[config.mk]
export PLATFORM = sky130hd
export DESIGN_NAME = sector_change_id_tracker
export DESIGN_NICKNAME = d
export VERILOG_FILES = /design/src/scit_pkg.sv /design/src/scit_ctrl.sv /design/src/scit_dp.sv /design/src/sector_change_id_tracker.sv
export SDC_FILE = /design/constraint.sdc
export NUM_CORES = 1
export LEC_CHECK = 0
export ABC_AREA = 1
export BUFFER_PORTS_ARGS = -buffer_cell sky130_fd_sc_hd__buf_4
export CAP_MARGIN = 20
export CORE_ASPECT_RATIO = 1.25
export CORE_UTILIZATION = 40
export CTS_BUF_LIST = sky130_fd_sc_hd__clkbuf_16
export DETAILED_ROUTE_END_ITERATION = 8
export GPL_ROUTABILITY_DRIVEN = 0
export GPL_TIMING_DRIVEN = 0
export PLACE_DENSITY_LB_ADDON = 0.3
export SYNTH_ARGS = -nofsm -noshare
export SYNTH_HDL_FRONTEND = slang
export SYNTH_SLANG_ARGS = --single-unit
[constraint.sdc]
create_clock -name clk -period 4.8 [get_ports clk]
set_input_delay 0.96 -clock clk [delete_from_list [all_inputs] [get_ports clk]]
set_output_delay 0.96 -clock clk [all_outputs]
set_load 0.02 [all_outputs]
[src/scit_pkg.sv]
`timescale 1ns / 1ps

package scit_pkg;

	localparam int NUM_SECTORS = 256;
	localparam int IDX_W       = $clog2(NUM_SECTORS);
	localparam int CNT_W       = $clog2(NUM_SECTORS + 1);

	localparam int CMD_W    = 2;
	localparam int SECTOR_W = 8;
	localparam int ID_W     = 32;

	typedef logic [CMD_W-1:0] cmd_code_t;

	localparam cmd_code_t CMD_SET   = 2'd0;
	localparam cmd_code_t CMD_QUERY = 2'd1;
	localparam cmd_code_t CMD_INIT  = 2'd2;

	// controller to datapath
	typedef struct packed {
		logic capture;
		logic execute;
	} dp_ctl_t;

endpackage

[src/scit_ctrl.sv]
`timescale 1ns / 1ps

module scit_ctrl (
	input  logic             clk,
	input  logic             arst_n,
	input  logic             in_valid,
	output logic             in_stall,
	output logic             out_valid,
	input  logic             out_stall,
	output scit_pkg::dp_ctl_t ctl
);
	import scit_pkg::*;

	typedef enum logic {
		ST_IDLE,
		ST_EXEC
	} state_t;

	state_t state_q;
	logic   out_valid_q;

	always_comb begin
		in_stall    = (state_q != ST_IDLE);
		ctl.capture = in_valid && (state_q == ST_IDLE);
		ctl.execute = (state_q == ST_EXEC) && (!out_valid_q || !out_stall);
	end

	assign out_valid = out_valid_q;

	always_ff @(posedge clk or negedge arst_n) begin
		if (!arst_n) begin
			state_q     <= ST_IDLE;
			out_valid_q <= 1'b0;
		end else begin
			case (state_q)
				ST_IDLE: begin
					if (in_valid) begin
						state_q <= ST_EXEC;
					end
					if (out_valid_q && !out_stall) begin
						out_valid_q <= 1'b0;
					end
				end
				ST_EXEC: begin
					if (!out_valid_q || !out_stall) begin
						state_q     <= ST_IDLE;
						out_valid_q <= 1'b1;
					end
				end
				default: begin
					state_q <= ST_IDLE;
				end
			endcase
		end
	end

endmodule

[src/scit_dp.sv]
`timescale 1ns / 1ps

module scit_dp (
	input  logic                          clk,
	input  logic                          arst_n,
	input  scit_pkg::dp_ctl_t             ctl,
	input  logic                          cfg_we,
	input  logic [scit_pkg::ID_W-1:0]     cfg_wdata,
	input  logic [scit_pkg::CMD_W-1:0]    command,
	input  logic [scit_pkg::SECTOR_W-1:0] sector,
	input  logic [scit_pkg::ID_W-1:0]     change_id,
	output logic [scit_pkg::ID_W-1:0]     sector_id,
	output logic                          cleared,
	output logic                          all_done,
	output logic                          bad_sector
);
	import scit_pkg::*;

	// captured request
	cmd_code_t             op_cmd_q;
	logic [SECTOR_W-1:0]   op_sector_q;
	logic [ID_W-1:0]       op_id_q;

	// tracker state
	logic [ID_W-1:0]        min_id_q;
	logic [ID_W-1:0]        cur_id_q;
	logic [NUM_SECTORS-1:0] pend_q;
	logic [CNT_W-1:0]       pend_cnt_q;

	// result register
	logic [ID_W-1:0] sector_id_q;
	logic            cleared_q;
	logic            all_done_q;
	logic            bad_q;

	logic [31:0]            sec_ext;
	logic                   in_range;
	logic [IDX_W-1:0]       idx;
	logic [ID_W-1:0]        cur_id_d;
	logic [NUM_SECTORS-1:0] pend_d;
	logic [CNT_W-1:0]       pend_cnt_d;
	logic [ID_W-1:0]        ans_d;
	logic                   clr_d;
	logic                   done_d;
	logic                   bad_d;

	assign sec_ext  = 32'(op_sector_q);
	assign in_range = (sec_ext < 32'(NUM_SECTORS));
	assign idx      = sec_ext[IDX_W-1:0];

	always_comb begin
		cur_id_d   = cur_id_q;
		pend_d     = pend_q;
		pend_cnt_d = pend_cnt_q;
		ans_d      = '0;
		clr_d      = 1'b0;
		done_d     = 1'b0;
		bad_d      = 1'b0;
		case (op_cmd_q)
			CMD_SET: begin
				if (!in_range) begin
					bad_d = 1'b1;
				end else if (op_id_q > cur_id_q) begin
					// adopt newer id: everything pending except this sector
					cur_id_d    = op_id_q;
					pend_d      = '1;
					pend_d[idx] = 1'b0;
					pend_cnt_d  = CNT_W'(NUM_SECTORS - 1);
					clr_d       = 1'b1;
					done_d      = (CNT_W'(NUM_SECTORS - 1) == '0);
				end else if (op_id_q == cur_id_q && pend_q[idx]) begin
					pend_d[idx] = 1'b0;
					pend_cnt_d  = pend_cnt_q - CNT_W'(1);
					clr_d       = 1'b1;
					done_d      = (pend_cnt_q == CNT_W'(1));
				end
			end
			CMD_QUERY: begin
				if (!in_range) begin
					bad_d = 1'b1;
				end else begin
					ans_d = pend_q[idx] ? '0 : cur_id_q;
				end
			end
			CMD_INIT: begin
				if (cur_id_q <= min_id_q) begin
					cur_id_d   = min_id_q;
					pend_d     = '0;
					pend_cnt_d = '0;
				end
			end
			default: begin
			end
		endcase
	end

	always_ff @(posedge clk) begin
		if (ctl.capture) begin
			op_cmd_q    <= command;
			op_sector_q <= sector;
			op_id_q     <= change_id;
		end
		if (ctl.execute) begin
			sector_id_q <= ans_d;
			cleared_q   <= clr_d;
			all_done_q  <= done_d;
			bad_q       <= bad_d;
		end
	end

	always_ff @(posedge clk or negedge arst_n) begin
		if (!arst_n) begin
			min_id_q   <= '0;
			cur_id_q   <= '0;
			pend_q     <= '0;
			pend_cnt_q <= '0;
		end else begin
			if (cfg_we) begin
				min_id_q <= cfg_wdata;
			end
			if (ctl.execute) begin
				cur_id_q   <= cur_id_d;
				pend_q     <= pend_d;
				pend_cnt_q <= pend_cnt_d;
			end
		end
	end

	assign sector_id  = sector_id_q;
	assign cleared    = cleared_q;
	assign all_done   = all_done_q;
	assign bad_sector = bad_q;

endmodule

[src/sector_change_id_tracker.sv]
// flow: an accepted request is captured in the request register, then executed
//   into the output register once it is free; its result is valid from then on
// one request at a time: the request register is free again, and a new request
//   taken, as soon as execution moves the result into the output register
// reset: arst_n clears the current id, the min id register, all pending bits
//   and the pending count at once; there is no clearing pass
`timescale 1ns / 1ps

module sector_change_id_tracker (
	input  logic                          clk,
	input  logic                          arst_n,
	// min change id register
	input  logic                          cfg_we,
	input  logic [scit_pkg::ID_W-1:0]     cfg_wdata,
	// request channel
	input  logic                          in_valid,
	output logic                          in_stall,
	input  logic [scit_pkg::CMD_W-1:0]    command,
	input  logic [scit_pkg::SECTOR_W-1:0] sector,
	input  logic [scit_pkg::ID_W-1:0]     change_id,
	// result channel
	output logic                          out_valid,
	input  logic                          out_stall,
	output logic [scit_pkg::ID_W-1:0]     sector_id,
	output logic                          cleared,
	output logic                          all_done,
	output logic                          bad_sector
);
	import scit_pkg::*;

	// capture / execute strobes from the sequencer
	dp_ctl_t ctl;

	// sequencer: idle takes a request, exec waits for a free output register
	scit_ctrl u_ctrl (
		.clk       (clk),
		.arst_n    (arst_n),
		.in_valid  (in_valid),
		.in_stall  (in_stall),
		.out_valid (out_valid),
		.out_stall (out_stall),
		.ctl       (ctl)
	);

	// datapath: flop pending bitmap, pending count, current id, result register
	scit_dp u_dp (
		.clk        (clk),
		.arst_n     (arst_n),
		.ctl        (ctl),
		.cfg_we     (cfg_we),
		.cfg_wdata  (cfg_wdata),
		.command    (command),
		.sector     (sector),
		.change_id  (change_id),
		.sector_id  (sector_id),
		.cleared    (cleared),
		.all_done   (all_done),
		.bad_sector (bad_sector)
	);

endmodule

[Yosys cells after proc, flatten, opt, wreduce, memory -nomap -nowiden]
Index checks and enable logic that the tools add are counted.
Storage, ports and cells
  register bits: 408
  latch bits: 0
  bits in writable memories: 0
  ROM bits: 0
  input port bits: 79
  output and inout bits: 37
  memories: 0
Operators by class
  add/sub/neg operators: 1
  multiply operators: 0
  divide/modulo/power cells: 0
  magnitude comparators: 5
  eq/ne operators: 10
  shift-type cells: 0
  muxes and demuxes: 27
  bitwise gates (word level): 7
  reduce and logical (&&, ||, !) cells: 17
Operator list (count)
  $mux W256: 4
  $pmux W256 S2: 1
  $and A256 B256 Y256: 1
  $not A256 Y256: 1
  $mux W32: 3
  $pmux W32 S2: 1
  $mux W9: 4
  $eq A32 B32 Y1: 1
  $gt A32 B32 Y1: 1
  $le A32 B32 Y1: 1
  $lt A8 B9 Y1 const B: 2
  $pmux W9 S2: 1
  $reduce_and A5 Y1: 2
  $eq A9 B1 Y1 const B: 1
  $mux W1: 9
  $sub A9 B1 Y9 const B: 1
  $bmux W1 S8: 1
  $demux W1 S8: 1
  $ge A8 B1 Y1 const B: 1
  $ne A2 B1 Y1 const B: 3
  $logic_and A1 B1 Y1: 5
  $not A1 Y1: 5
  $ne A2 B2 Y1 const B: 2
  $pmux W1 S2: 2
  other kinds (11): 13

[Logic depth before layout (Yosys ltp)]
  word-level depth: 10
  mapped depth: 21

[By module]
From an unflattened synthesis, not the netlist that was laid out.
Unflattened totals
  cells, all modules: 3329
  area total of the unflattened synthesis: 24008.0 µm²
By module, submodules not included
  scit_dp: instances 1, cells each 3319, area an instance 23925.4 µm², seq. area each 10515.1 µm²
  scit_ctrl: instances 1, cells each 10, area an instance 82.6 µm², seq. area each 50.0 µm²

[Least setup slack after synthesis]
No wires, ideal clock.
  path type: input to register
  start: input out_stall
  end: register u_dp.pend_q[100]
  setup time: 0.117 ns
  arrival: 3.736 ns
  required time: 4.683 ns
  setup slack: 0.947 ns
  stages on the path: 8
  path buffers: 2
  path through: a21oi_1 > nand2_1 > a21oi_1 > nand2_1 > clkbuf_1 > clkbuf_1 > nand3_1 > nand2_1
On the way
  cells in the longest elaborated chain, start to end: 4
RTL lines
  start, declared: line sector_change_id_tracker.sv:23  | input logic out_stall,
  $logic_not A1 Y1: line scit_ctrl.sv:25  | ctl.execute = (state_q == ST_EXEC) && (!out_valid_q || !out_stall);
  $logic_or A1 B1 Y1: line scit_ctrl.sv:25
  $logic_and A1 B1 Y1: line scit_ctrl.sv:25
  $reduce_and A5 Y1 (no line)
  end signal, assigned: line scit_dp.sv:123  | pend_q <= pend_d;
  end, declared: line scit_dp.sv:27  | logic [NUM_SECTORS-1:0] pend_q;
No other way between the ends.
A chain may end at the register's enable or synchronous reset.

[Final worst setup path]
  start: register u_dp.op_sector_q[3] (netlist: u_dp.idx[3])
  end: register u_dp.pend_q[192]
On the way
  cells in the longest elaborated chain, start to end: 10
  elaborated cells on any way between the ends: 18
RTL lines
  start, declared: line scit_dp.sv:21  | logic [SECTOR_W-1:0] op_sector_q;
  start signal, assigned: line scit_dp.sv:100  | op_sector_q <= sector;
  $lt A8 B9 Y1 or $ge A8 B1 Y1 (tied branches): line scit_dp.sv:48, scit_dp.sv:67, scit_dp.sv:72
  $logic_and A1 B1 Y1 (not written as such): line scit_dp.sv:67, scit_dp.sv:72
  $mux W1 (not written as such): line scit_dp.sv:67, scit_dp.sv:72
  $demux W1 S8
  $not A256 Y256 (no line)
  $and A256 B256 Y256 (no line)
  $mux W256: line scit_dp.sv:71  | end else if (op_id_q == cur_id_q && pend_q[idx]) begin
  $mux W256: line scit_dp.sv:63  | end else if (op_id_q > cur_id_q) begin
  $mux W256: line scit_dp.sv:61  | if (!in_range) begin
  $pmux W256 S2: line scit_dp.sv:59  | case (op_cmd_q)
Several ways; a longest one is shown, not always the timed one. The select of a mux whose other input is x is not followed.

==> reports/qor.txt <==
status = finished clean
Worst setup SP type = flop
Clk pin slew, worst setup/hold paths = 70 ps
vias per inst = 5.37
P_sw = 7200 uW
Slew Viols, Final = 0
syn_area_per_cell = 6.74 um^2
WL/cell = 19.5 um
full die area = 0.0627 mm^2
sequential fraction of the synthesis area = 42.8%
drt initial violations = 3,100
crit path DAT = 5100 ps
Syn. warnings = 0
Clk Latency, worst-skew pair = 610 ps
Pwr Density = 580 mW/mm^2
initial antenna violation count = 1
CTS tree = done
RR Endpoint = u_dp.pend_q[192]$_DFFE_PN0P_
final setup skew = 30.8 ps
starting density of the core = 40.5%
Combinational Power Share = 44.2%
clock sinks = 407
Routed Antenna Nets = 0
Final Hold Viols = 0
post-cts hold buffer count = 0
Crit Path Max Fanout = 10
sw frac = 43.7%
synthesized instance count = 3,662
first-pass GRT wire length = 139,000 um
vias = 25,239
largest net degree at the start of global routing = 111
Synth Register Bits = 407
Fill cells = 6,314
Req. time, crit path = 5300 ps
DIE WIDTH = 224 um
FF-to-FF path depth = 10
crit end category = flop
Register Area = 0.0106 mm^2
VDD IR-drop max = 0.000354 V
clock network power share = 21.4%
period utilization = 95.8%
TNS Setup = 0 ps
ys async rst share = 81.3%
CTS max path bufs = 3
# DRC = 0
DPL Wire Length = 61,600 um
Static Leakage = 0.0150 uW
register-to-register setup slack = 200 ps
Slew headroom = 12.5%
Final Setup Violations = 0
final instance area = 0.0284 mm^2
number of synthesized flops with an enable pin = 76
post-CTS setup buffer count = 0
total gr overflow = 0
Yosys cell types = 34
Min Clock Period, post-route = 4600 ps
row cnt = 101
final WL = 91,700 um
synthesized net count = 3,807
root buffer cell = clkbuf_16
Main synth FF type = dfrtp_1
vias in the first global route = 23,379
buffers added on ports = 113
post-synthesis cell area = 0.0247 mm^2
CTS resizes = 0
max-cap violations = 0
placed cell area = 0.0269 mm^2
I/O pin count = 116
Tot GR Track Use = 29.3%
Core ar. = 0.0609 mm^2
Num CTS Buffers = 44
sequential power share = 34.4%
Worst Hold Class = input pin to async pin
reg2reg start = u_dp.idx[3]$_DFFE_PP_
H-tree levels = 2
worst slew pin tran = 1310 ps
P&R area growth vs syn = 15.1%
Internal Power = 9280 uW
critical path class = flop to flop
Die Y = 280 um
DRT Pass-1 Iters = 6
Multi-input gate area = 0.0117 mm^2
fmax = 0.218 GHz
RSZ-0062 raised after global routing = no
Final nets = 3,988
fraction of layout cells with a size suffix above 1 = 7.79%
[worst max-delay path, cell delays in order (launching register included)]
cell and delay, ps:
edfxtp_1 480, nor2_1 820, clkbuf_1 690, inv_1 200, nor2_1 990, clkbuf_1 900, nand2_1 140, nand2_1 110
a21oi_1 40, nand2_1 80, nand2_1 40
[power groups by stage]
stage          Sequential, uW  Combinational (uW)  Clock, uW
2_1_floorplan            5620                4850          0
3_3_place_gp             5690                6920          0
3_5_place_dp             5670                7110          0
4_1_cts                  5640                7140       3550
5_1_grt                  5790                8120       3690
6_report                 5670                7290       3520
[state kept, by name (all words and copies together) (netlist names)]
| name | flops |
|---|---|
| u_dp.pend_q | 256 |
| u_dp.cur_id_q | 32 |
| u_dp.min_id_q | 32 |
| u_dp.op_id_q | 32 |
| u_dp.sector_id | 32 |
| u_dp.pend_cnt_q | 9 |
| u_dp.idx | 8 |
| u_dp.op_cmd_q | 2 |
| u_ctrl.in_stall | 1 |
| u_ctrl.out_valid | 1 |
| u_dp.all_done | 1 |
| u_dp.cleared | 1 |
[synth_stat cells (2+ instances only)]
cell / count / area (um^2)
nand2_1: 1576 / 5920
inv_1: 358 / 1340
a21oi_1: 332 / 1660
dfrtp_1: 331 / 8280
nand3_1: 302 / 1510
nor2_1: 161 / 604
clkbuf_1: 150 / 563
o21ai_0: 131 / 656
edfxtp_1: 76 / 2280
buf_2: 71 / 355
ha_1: 66 / 826
o21ai_1: 31 / 155
buf_4: 17 / 128
nand4_1: 17 / 106
a31oi_1: 7 / 43.8
buf_6: 6 / 67.6
nor3_1: 4 / 20.0
buf_1: 3 / 11.3
nor4_1: 3 / 18.8
and3_1: 2 / 12.5
inv_2: 2 / 7.51
o211ai_1: 2 / 15.0
o21a_1: 2 / 15.0
or2_2: 2 / 12.5
[how the worst max path moves through the flow]
stage	startpoint	to	slack [ps]	cells after the start
after detailed placement	u_dp.idx[3]$_DFFE_PP_	u_dp.pend_q[150]$_DFFE_PN0P_	560	10
after global routing	u_dp.idx[3]$_DFFE_PP_	u_dp.pend_q[134]$_DFFE_PN0P_	380	10
final	u_dp.idx[3]$_DFFE_PP_	u_dp.pend_q[192]$_DFFE_PN0P_	200	10
after floorplan	out_stall	u_dp.pend_q[100]$_DFFE_PN0P_	950	8
after global placement	out_stall	u_dp.pend_q[220]$_DFFE_PN0P_	-1190	9
after CTS	u_dp.idx[3]$_DFFE_PP_	u_dp.pend_q[150]$_DFFE_PN0P_	550	10
[cells in the final DEF (no fill, tap or decap), drive strengths merged, types with 5 or more instances in the layout]
| master | Yosys | layout |
|---|---|---|
| nand2 | 1577 | 1577 |
| inv | 360 | 365 |
| nor2 | 162 | 162 |
| a31oi | 7 | 7 |
| a21oi | 332 | 332 |
| nand3 | 303 | 303 |
| bufinv | 0 | 5 |
| buf | 97 | 232 |
| clkbuf | 150 | 195 |
| dfrtp | 331 | 331 |
| clkinv | 0 | 25 |
| o21ai | 162 | 162 |
| nand4 | 17 | 17 |
| ha | 66 | 66 |
| edfxtp | 76 | 76 |
[cells by family after synthesis]
kind of cell,synth area share (%)
DFF,42.8
and+or+nand+nor,33.4
AOI/OAI and AO/OA,10.5
buffers and inverters,10.0
other,0.0152
adders and majority gates,3.34
[area by class of cell]
cell class / instances / area share (%)
multi-input combinational: 2648 / 41.1
tap: 824 / 3.63
clock buffer: 45 / 3.96
clock inverter: 36 / 1.14
inverter: 360 / 4.75
antenna: 1 / 0.00880
timing repair buffer: 135 / 4.32
sequential: 407 / 37.2
buffer: 247 / 3.96
[routing by layer]
| layer | GRT usage, % | up-vias | share of wire [%] |
|---|---|---|---|
| li1 | - | 11865 | - |
| met1 | 36.1 | 11722 | 38 |
| met2 | 46.7 | 1308 | 45 |
| met3 | 6.67 | 344 | 10 |
| met4 | 17.5 | 0 | 7.0 |
| met5 | 0 | - | 0 |
[through the flow]
step           setup slack, ps  hold slack, ps  total power (uW)  util [%]  std cells
2_1_floorplan              947             476             10500         -       3662
3_3_place_gp             -1190             484             12600      43.6       4599
3_5_place_dp               558             493             12800      44.2       4617
4_1_cts                    547             252             16300      46.6       4698
5_1_grt                    382             272             17600      46.7       4702
6_report                   203             241             16500      46.7       4703
(Power assumes the default switching activity.)
